**src/rtl/core/dph_pkg.sv**
```systemverilog
// dph_pkg: shared types and constants for the DNA prefix histogram unit.
// No dependencies; imported by every module of the block.
`default_nettype none

package dph_pkg;

    typedef enum logic [1:0] {
        REQ_CHAR  = 2'd0,
        REQ_START = 2'd1,
        REQ_QUERY = 2'd2,
        REQ_NONE  = 2'd3
    } req_t;

    localparam int          IDX_BITS    = 16;      // widest prefix index (8 bases)
    localparam int          WORD_BITS   = 64;
    localparam int          TRIGGER_POS = 8;
    localparam int          RESP_DEPTH  = 4;
    localparam logic [5:0]  WL_RESET    = 6'd25;
    localparam logic [7:0]  POS_MAX     = 8'd255;

    typedef struct packed {
        logic                 hit;        // base landed on the trigger position
        logic [WORD_BITS-1:0] word_next;  // forward word after this transfer
    } front_t;

    typedef struct packed {
        logic                clear;
        logic                inc;
        logic [IDX_BITS-1:0] clr_addr;
    } bank_cmd_t;

    typedef struct packed {
        logic [31:0] total;
        logic        above;
        logic [31:0] count;
    } resp_t;

endpackage

`default_nettype wire

```
**src/rtl/core/dph_front.sv**
```systemverilog
// dph_front: character decode, position counter, forward word and word_length register.
// Depends on dph_pkg.
`default_nettype none

module dph_front (
    input  wire logic          aclk,
    input  wire logic          aresetn,
    input  wire logic          accept,
    input  wire dph_pkg::req_t req,
    input  wire logic [7:0]    ch,
    input  wire logic          cfg_wr,
    input  wire logic [5:0]    cfg_data,
    output dph_pkg::front_t    front
);
    import dph_pkg::*;

    logic [5:0]           wl_reg;
    logic [7:0]           pos_reg, pos_next;
    logic [WORD_BITS-1:0] word_reg, word_next;
    logic [WORD_BITS-1:0] mask;
    logic [7:0]           pos_inc;
    logic [1:0]           code;
    logic                 is_base, is_gap;
    logic                 hit;

    always_comb begin
        for (int i = 0; i < WORD_BITS; i++) begin
            mask[i] = (wl_reg >= 6'd32) || (7'(i) < {wl_reg, 1'b0});
        end
    end

    always_comb begin
        code    = 2'd0;
        is_base = 1'b0;
        is_gap  = 1'b0;
        case (ch)
            "0", "a", "A": begin is_base = 1'b1; code = 2'd0; end
            "2", "g", "G": begin is_base = 1'b1; code = 2'd1; end
            "3", "c", "C": begin is_base = 1'b1; code = 2'd2; end
            "1", "t", "T": begin is_base = 1'b1; code = 2'd3; end
            " ", 8'h0a:    begin is_gap = 1'b1; end
            default:       begin end
        endcase
    end

    assign pos_inc = (pos_reg == POS_MAX) ? POS_MAX : pos_reg + 8'd1;

    always_comb begin
        pos_next  = pos_reg;
        word_next = word_reg;
        hit       = 1'b0;
        if (accept) begin
            unique case (req)
                REQ_CHAR: begin
                    if (is_base) begin
                        pos_next  = pos_inc;
                        word_next = {word_reg[WORD_BITS-3:0], code} & mask;
                        hit       = (pos_inc == 8'(TRIGGER_POS));
                    end else if (is_gap) begin
                        pos_next = pos_inc;
                    end else begin
                        pos_next  = '0;
                        word_next = '0;
                    end
                end
                REQ_START: begin
                    pos_next  = '0;
                    word_next = '0;
                end
                REQ_QUERY, REQ_NONE: begin end
            endcase
        end
    end

    always_ff @(posedge aclk) begin
        if (!aresetn) begin
            wl_reg   <= WL_RESET;
            pos_reg  <= '0;
            word_reg <= '0;
        end else begin
            if (cfg_wr) begin
                wl_reg <= cfg_data;
            end
            pos_reg  <= pos_next;
            word_reg <= word_next;
        end
    end

    assign front.hit       = hit;
    assign front.word_next = word_next;

endmodule

`default_nettype wire

```
**config.mk**
```make
export PLATFORM = sky130hd
export DESIGN_NAME = dph_front
export DESIGN_NICKNAME = d
export VERILOG_FILES = /design/src/rtl/core/dph_pkg.sv /design/src/rtl/core/dph_front.sv
export SDC_FILE = /design/constraint.sdc
export NUM_CORES = 1
export LEC_CHECK = 0
export ABC_AREA = 1
export BUFFER_PORTS_ARGS = -buffer_cell sky130_fd_sc_hd__buf_2
export CAP_MARGIN = 20
export CORE_ASPECT_RATIO = 1.75
export CORE_UTILIZATION = 60
export DETAILED_ROUTE_END_ITERATION = 10
export PLACE_DENSITY = 0.82
export SYNTH_ARGS = -nofsm -noshare
export SYNTH_HDL_FRONTEND = slang
export SYNTH_SLANG_ARGS = --single-unit
```
**constraint.sdc**
```tcl
create_clock -name aclk -period 4.25 [get_ports aclk]
set_clock_uncertainty 0.1 [all_clocks]
set_input_delay 0.85 -clock aclk [delete_from_list [all_inputs] [get_ports aclk]]
set_output_delay 0.85 -clock aclk [all_outputs]
set_load 0.005 [all_outputs]
```
==> flow_summary.yaml <==
floorplan:
  dieArea_mm2: 0.00855
  chipWidth_um: 70.3
  die_h_um: 122
  design.portCount: 85
  fp-row-count: 43
  start_util_pct: 62.0
  core-area_mm2: 0.00791
routing:
  routed_wl_um: 13800
  drt_pass1_iterations: 5
  vias_per_cell: 5.82
  drc: 0
  final_antenna_net_count: 0
  via_count: 5689
  drt_iter0_drc: 562
  avgRoutedWirePerCell_um: 14.2
global_route:
  first_global_vias: 5304
  antenna_found_initial: 0
  grt_pass1_wl_um: 23000
  grt.overflow.total: 0
  grt_max_degree: 73
  grt.total_usage_pct: 33.1
cells_and_area:
  fin_nets: 905
  fin_cells: 977
  layout_common_cells: "366 x nand2_1, 148 x nand3_1, 84 x buf_2, 82 x a21oi_1, 78 x dfxtp_1"
  drive_gt1_share_pct: 13.3
  fin_util_pct: 69.6
  area_delta_synth_final_pct: 12.3
  n_antenna_cell: 0
  fin_area_mm2: 0.00551
  largest_reg_flops: 64
  nFillCells: 728
  layout_commonest_cell: "nand2_1"
placement:
  dp_hpwl_um: 9260
  place_inst: 963
  port_buffers: 84
  place_congestion: 0.855
  dp_slack_ps: 758
  dpl_cell_area_mm2: 0.00523
worst_setup_path:
  cp_max_fo: 64
  start_kind: "input pin"
  cp_common_cell: "nand2_1"
  cp_slowest_cell: "buf_4"
  cp_data_arrival_time_ps: 2600
  end_kind: "output port"
  timing.rr.start: "wl_reg[5]"
  startpoint: "ch[6]"
  path_buf_inv: 4
  max_stage_delay_ps: 550
  setup.worst_path.class: "input pin to output port"
  crit_chain: "buf_2 > inv_1 > nand2_1 > nor2_1 > nand2_1 > nand2_1 > nor2_4 > buf_4 > nand3_1 > nand3_1 > nand2_1 > buf_2"
  required_ps: 3300
  cpLargestDelayFamily: "simple AND/OR/NAND/NOR gates"
pwr:
  cellPowerDensity_mw_per_mm2: 297
  p_leak_nw: 2.81
  finalPower_mw: 1.64
  ir_drop_mv: 0.326
synthesis:
  syn_nets: 851
  syn-instance-count: 830
  synth.ff_latch_count: 78
  yosysWarnings: 0
  synth_top_area_share_pct: 31.9
  syn_area_mm2: 0.00490
  syn-mean-instance-area_um2: 5.91
  yosysSeqAreaShare_pct: 31.9
  yosysTopAreaCell: "dfxtp_1"
  synth_cell_types: 26
  synthTopCellsByArea: "dfxtp_1 32%, nand2_1 28%, nand3_1 15%, a21oi_1 8.4%, buf_6 2.8%"
clocking:
  hold_buffers: 0
  clock_latency_ps: 340
  cts_max_level: 3
  cts_made_buffers: 9
  cts_resized: 0
  clockRootBuffer: "clkbuf_16"
  cts_buffer_depth: 2
  postCtsSetupBuffers: 0
  cts.clk_slew.worst_paths_ps: 50
  cts_sinks: 78
  cts_tree: "yes"
timing:
  tns_ps: 0
  setup_violations: 0
  hold_ws_ps: 393
  max_freq_mhz: 281
  fin_crit_ps: 3550
  tightest_slew_ps: 838
  rsz0062_at_grt: "no"
  slew-limit-headroom_pct: 44.1
  layout_setup_ws_ps: 697
  hold_viol: 0
  timing.final.crit_share_pct: 83.6
  drv_slew: 0
run_status:
  status: "finished, final reports clean"
min_path:
  hold_class: "register to register"
  hp-start: "wl_reg[0]"
flow_run:
  maxCapViolCount: 0
[worst reg2reg max path, stage by stage, from the launching register on]
cell and delay [ps]:
dfxtp_1 390, nor2_2 450, inv_1 220, nor2_1 260, inv_1 150, o21ai_1 110, inv_1 70, nand2_1 60
nand2_1 60, nand3_1 130, a21oi_1 70
[Yosys cell counts (all sizes together)]
cell      n
nand2   370
nand3   149
a21oi    82
dfxtp    78
nor2     36
inv      34
buf      33
o21ai    21
clkbuf   16
nand4     3
and2      2
nand3b    2
ha        1
nor3      1
xnor2     1
xor2      1
[where the power goes]
group | internal [mW] | switching (mW)
Clock | 0.436 | 0.292
Combinational | 0.0454 | 0.117
Sequential | 0.739 | 0.00812
Total | 1.22 | 0.417
[per-layer routing]
layer	vias up	wire length (um)	global-route usage [%]
li1	2805	-	-
met1	2588	5230	37.1
met2	240	7020	58.3
met3	56	856	5.05
met4	0	721	20.1
met5	-	0	0
[final timing paths]
kind	to	slack (ps)	depth (start not counted)
max	front[35]	700	12
min	wl_reg[0]	390	2
max reg2reg	word_reg[19]	2030	10
min reg2reg	wl_reg[0]	390	2
[logic make-up after synthesis]
group	count (synthesis)	share of synthesized area [%]
and+or+nand+nor	563	48.2
AOI/OAI and AO/OA	103	10.5
buffers and inverters	83	8.83
DFF	78	31.9
xor gates and xnor gates	2	0.357
adders and majority gates	1	0.255
[final cells by class]
cell class	count	area, um2	area share [%]
Clock buffer	13	270	4.91
Clock inverter	1	5.00	0.0909
Inverter	34	128	2.32
Multi-Input combinational cell	669	2920	53.1
Sequential cell	78	1560	28.4
Tap cell	90	113	2.05
Timing Repair Buffer	92	505	9.18
No activity file was read; power rests on OpenSTA's default activity.
