$ cat config.mk
export PLATFORM = sky130hd
export DESIGN_NAME = dph_bank
export DESIGN_NICKNAME = d
export VERILOG_FILES = /design/src/rtl/core/dph_pkg.sv /design/src/rtl/core/dph_bank.sv
export SDC_FILE = /design/constraint.sdc
export NUM_CORES = 1
export LEC_CHECK = 0
export BUFFER_PORTS_ARGS = -buffer_cell sky130_fd_sc_hd__clkbuf_2
export CAP_MARGIN = 20
export CORE_UTILIZATION = 45
export DETAILED_ROUTE_END_ITERATION = 8
export HOLD_SLACK_MARGIN = 0.06
export SYNTH_ARGS = -nofsm -noshare
export SYNTH_HDL_FRONTEND = slang
export SYNTH_SLANG_ARGS = --single-unit
$ cat constraint.sdc
create_clock -name aclk -period 6.3 [get_ports aclk]
set_input_delay 0.315 -clock aclk [delete_from_list [all_inputs] [get_ports aclk]]
set_output_delay 0.315 -clock aclk [all_outputs]
set_load 0.005 [all_outputs]
$ cat src/rtl/core/dph_pkg.sv
// dph_pkg: shared types and constants for the DNA prefix histogram unit.
// No dependencies; imported by every module of the block.
`default_nettype none

package dph_pkg;

    typedef enum logic [1:0] {
        REQ_CHAR  = 2'd0,
        REQ_START = 2'd1,
        REQ_QUERY = 2'd2,
        REQ_NONE  = 2'd3
    } req_t;

    localparam int          IDX_BITS    = 16;      // widest prefix index (8 bases)
    localparam int          WORD_BITS   = 64;
    localparam int          TRIGGER_POS = 8;
    localparam int          RESP_DEPTH  = 4;
    localparam logic [5:0]  WL_RESET    = 6'd25;
    localparam logic [7:0]  POS_MAX     = 8'd255;

    typedef struct packed {
        logic                 hit;        // base landed on the trigger position
        logic [WORD_BITS-1:0] word_next;  // forward word after this transfer
    } front_t;

    typedef struct packed {
        logic                clear;
        logic                inc;
        logic [IDX_BITS-1:0] clr_addr;
    } bank_cmd_t;

    typedef struct packed {
        logic [31:0] total;
        logic        above;
        logic [31:0] count;
    } resp_t;

endpackage

`default_nettype wire

$ cat src/rtl/core/dph_bank.sv
// dph_bank: counter memory of one prefix level with read-modify-write and forwarding.
// Depends on dph_pkg.
`default_nettype none

module dph_bank #(
    parameter int LEVEL        = 0,
    parameter int COUNTER_BITS = 32
) (
    input  wire logic                    aclk,
    input  wire logic                    aresetn,
    input  wire dph_pkg::bank_cmd_t      cmd,
    input  wire logic [2*LEVEL+1:0]      rd_addr,
    output logic [COUNTER_BITS-1:0]      value
);
    import dph_pkg::*;

    localparam int AW    = 2 * LEVEL + 2;
    localparam int DEPTH = 1 << AW;

    logic [COUNTER_BITS-1:0] mem [DEPTH];
    logic [COUNTER_BITS-1:0] rd_data_reg;
    logic [AW-1:0]           s1_addr_reg;
    logic                    fwd_valid_reg;
    logic [AW-1:0]           fwd_addr_reg;
    logic [COUNTER_BITS-1:0] fwd_data_reg;
    logic [COUNTER_BITS-1:0] inc_val;
    logic                    wr_en;
    logic [AW-1:0]           wr_addr;
    logic [COUNTER_BITS-1:0] wr_data;

    // write of the previous cycle is not yet visible in rd_data_reg
    assign value   = (fwd_valid_reg && fwd_addr_reg == s1_addr_reg) ? fwd_data_reg : rd_data_reg;
    assign inc_val = (value == '1) ? value : value + 1'b1;

    assign wr_en   = cmd.clear || cmd.inc;
    assign wr_addr = cmd.clear ? cmd.clr_addr[AW-1:0] : s1_addr_reg;
    assign wr_data = cmd.clear ? '0 : inc_val;

    always_ff @(posedge aclk) begin
        if (wr_en) begin
            mem[wr_addr] <= wr_data;
        end
        rd_data_reg <= mem[rd_addr];
    end

    always_ff @(posedge aclk) begin
        s1_addr_reg  <= rd_addr;
        fwd_addr_reg <= s1_addr_reg;
        fwd_data_reg <= inc_val;
    end

    always_ff @(posedge aclk) begin
        if (!aresetn) begin
            fwd_valid_reg <= 1'b0;
        end else begin
            fwd_valid_reg <= cmd.inc && !cmd.clear;
        end
    end

endmodule

`default_nettype wire

==> results.toml <==
[place]
final_weighted_congestion_in_routability_driven_placement = 0.800
buffer_ports.inserted = 39
dp_hpwl_microns = 10900

[power]
power.static_leakage_nw = 3.27
power.ir.vdd_worst_mv = 0.221
pwr_density_cell_nw_per_um2 = 311
design_power_total_w = 0.00290

[cts]
htree_levels = 4
clkTransAtPathRegs_ns = 0.07
cts.hold.buffers_added = 0
numCtsBuffers = 17
clock-root-buffer = "sky130_fd_sc_hd__clkbuf_16"
clock_insertion_delay_worst_skew_ns = 0.44
cts.path.max_buffers = 2
cts.sinks = 197
post_cts.repair.setup_buffers = 0
cts.repair.resized = 0
tritoncts = "built"

[sta]
actual_slew_at_the_worst_max_slew_pin_ns = 0.809
timing.final.crit_share_pct = 67.8
final_tns_setup_ns = 0
unrepaired_setup_endpoints_after_global_routing = "false"
timing_hold_violations_final = 0
worst_slew_margin_rel_pct = 46.0
final_max_tran_viols = 0
period_needed_ns = 4.27
finalClockSkew_ns = 0.0104
setup_violations = 0
clock.fmax_mhz = 234

[synth]
synth-seq-cells = 197
synth-seq-area-share_pct = 63.6
unique_masters_post_synth = 51
synthesis.nets = 611
postSynth.asyncResetShare_pct = 0
synth_cells = 588
dominantRegCellSynth = "sky130_fd_sc_hd__edfxtp_1"
edff_count_synth = 128
synth_area_per_cell_sq_um = 14.0
synth_top_area_share_pct = 46.8
synth.cell_area_sq_um = 8220
synth-warning-count = 0
synth.top_cells.by_area = "sky130_fd_sc_hd__edfxtp_1 47%, sky130_fd_sc_hd__dfxtp_1 17%, sky130_fd_sc_hd__mux4_2 8.8%"
yosys.area.top_type = "sky130_fd_sc_hd__edfxtp_1"

[floorplan]
dieArea_sq_um = 18800
die_w_microns = 137
coreArea_sq_um = 17900
die-height_microns = 137
ioPinCount = 54
initial_utilization_pct = 45.9
number_of_core_rows = 49

[setup_path]
cp_slowest_stage_delay_ns = 0.55
endpoint = "mem[0][29]"
r2r_slack_ns = 2.03
crit_cells = 12
worstReg2RegEnd = "mem[0][29]"
r2r-start = "s1_addr_reg[0]"
worst_setup_path_type = "register to register"
path_delay_family = "multiplexers"
worstSetupStartpoint = "s1_addr_reg[0]"
cp_data_arrival_time_ns = 4.46
critical_path.startpoint_type = "register"
timing.critical_path.to_type = "register"
critical_path.n_buffers_inverters = 2
critical_path.slowest_cell = "sky130_fd_sc_hd__dfxtp_1"
data_required_time_of_the_worst_path_ns = 6.49
number_of_cells_on_the_worst_reg_to_reg_path = 12
cp_max_fo = 36
worstPathCellList = "xnor2_2, nand3_4, mux2i_1, inv_1, ha_1, nand3_1, nor3_1, mux2i_2, a211oi_4, buf_4, nor4_1, mux2_2"

[final_layout]
area.sequential_sq_um = 5230
num_antenna_cells = 0
post_route_cells_drive_above_1_share_pct = 22.8
filler_cell_count = 1544
area_of_the_multi_input_gates_sq_um = 2820
largest_register_ffs = 128
num-nets-final = 654
area_delta_synth_final_pct = 13.6

[drt]
detail_route.vias_per_cell = 5.63
ant_nets = 0
route.detailed.drc = 0
initialDrtViolationCount = 290
drt-total-wl_microns = 17300
routed-via-count = 4913
post_drt_wl_per_cell_microns = 19.8
dr.pass1.iters = 5

[grt]
grt_start_max_net_pins = 50
gr-usage-met2_pct = 33.8
first_pass_grt_wire_length_microns = 27200
busiest_layer = "met2"
overflow = 0
grt_util_met1_pct = 25.0
first_global_vias = 5050
globalRouteTotalUtil_pct = 19.9
grt_antenna_before_repair = 0
globalRouteMet3Util_pct = 4.15

[run]
maxCapViolCount = 0

[hold_path]
min_delay_path_depth = 3
timing.hold.worst.class = "input port to register"

[run_status]
result_of_the_run = "complete, no violations"
==> cell usage after synthesis (3+ instances only) <==
master / n
sky130_fd_sc_hd__a21oi_1: 10
sky130_fd_sc_hd__a31oi_1: 7
sky130_fd_sc_hd__a41oi_1: 5
sky130_fd_sc_hd__and3_1: 10
sky130_fd_sc_hd__and4_1: 7
sky130_fd_sc_hd__buf_1: 8
sky130_fd_sc_hd__buf_2: 4
sky130_fd_sc_hd__buf_6: 3
sky130_fd_sc_hd__clkbuf_1: 9
sky130_fd_sc_hd__dfxtp_1: 69
sky130_fd_sc_hd__edfxtp_1: 128
sky130_fd_sc_hd__inv_1: 29
sky130_fd_sc_hd__mux2_2: 17
sky130_fd_sc_hd__mux2i_1: 30
sky130_fd_sc_hd__mux4_2: 32
sky130_fd_sc_hd__nand2_1: 27
sky130_fd_sc_hd__nand2b_1: 3
sky130_fd_sc_hd__nand3_1: 17
sky130_fd_sc_hd__nand4_1: 13
sky130_fd_sc_hd__nor2_1: 52
sky130_fd_sc_hd__nor2b_1: 9
sky130_fd_sc_hd__nor3_1: 32
sky130_fd_sc_hd__nor3b_1: 6
sky130_fd_sc_hd__nor4_1: 9
sky130_fd_sc_hd__o21a_1: 7
sky130_fd_sc_hd__o31a_1: 4
sky130_fd_sc_hd__xnor2_1: 12
==> logic make-up (layout without fill, tap and decap cells) <==
group                      after synthesis  count (layout)  share of synthesized area, %
DFF                                    197             197                          63.6
and+or+nand+nor                        197             197                          12.6
muxes                                   81              81                          15.1
buffers and inverters                   54             110                          2.85
AOI/OAI and AO/OA                       43              43                          3.94
xor gates and xnor gates                15              15                          1.78
adders and majority gates                1               1                         0.152
==> cells in the final DEF, fill, tap and decap left out, types with 9 or more instances in the layout <==
cell type / instances
sky130_fd_sc_hd__a21oi_1: 10
sky130_fd_sc_hd__and3_1: 9
sky130_fd_sc_hd__buf_4: 9
sky130_fd_sc_hd__clkbuf_16: 17
sky130_fd_sc_hd__clkbuf_2: 39
sky130_fd_sc_hd__dfxtp_1: 69
sky130_fd_sc_hd__edfxtp_1: 128
sky130_fd_sc_hd__inv_1: 29
sky130_fd_sc_hd__mux2_2: 17
sky130_fd_sc_hd__mux2i_1: 30
sky130_fd_sc_hd__mux4_2: 32
sky130_fd_sc_hd__nand2_1: 27
sky130_fd_sc_hd__nand3_1: 17
sky130_fd_sc_hd__nand4_1: 13
sky130_fd_sc_hd__nor2_1: 52
sky130_fd_sc_hd__nor2b_1: 9
sky130_fd_sc_hd__nor3_1: 32
sky130_fd_sc_hd__nor4_1: 9
sky130_fd_sc_hd__xnor2_1: 12
==> power breakdown <==
group | leakage, nW | internal, W | switching [W] | total, W
Clock | 0.297 | 0.000602 | 0.000507 | 0.00111
Sequential | 1.80 | 0.00148 | 0.0000544 | 0.00153
Combinational | 1.18 | 0.000108 | 0.000149 | 0.000258
==> through the flow <==
stage	hold WS [ns]	utilization (%)	cell area, sq um	std cells	setup slack [ns]
detailed placement	0.412	48.6	8710	840	2.06
global placement	0.410	48.6	8710	840	2.14
finish	0.0808	52.1	9330	873	2.03
global route	0.0946	52.1	9330	873	1.74
floorplan	0.343	-	8220	588	2.58
CTS	0.0700	52.0	9310	872	2.05
==> layout make-up <==
type | instances | area share, %
flip-flops and latches | 197 | 56.0
multi-input cells | 337 | 30.2
clock buffers | 17 | 4.56
well taps | 229 | 3.07
repair buffers | 49 | 3.03
clock inverters | 15 | 1.94
inverters | 29 | 1.17
==> worst min-delay path, cell delays in order <==
cell	delay, ns
sky130_fd_sc_hd__clkbuf_2	0.08
sky130_fd_sc_hd__nand2_1	0.06
sky130_fd_sc_hd__nor2_1	0.04
==> routing by layer <==
layer | share of wire (%) | vias to the layer above
li1 | - | 2320
met1 | 44 | 2513
met2 | 52 | 73
met3 | 3.7 | 7
met4 | 0.54 | 0
met5 | 0 | -
==> worst min-delay path by stage <==
stage	startpoint	endpoint	slack [ns]
2_1_floorplan	rd_addr[0]	s1_addr_reg[0]	0.34
3_3_place_gp	s1_addr_reg[1]	fwd_addr_reg[1]	0.41
3_5_place_dp	s1_addr_reg[1]	fwd_addr_reg[1]	0.41
4_1_cts	aresetn	fwd_valid_reg	0.07
5_1_grt	aresetn	fwd_valid_reg	0.09
6_report	aresetn	fwd_valid_reg	0.08
Note: power is estimated with default switching activity, not from simulation.
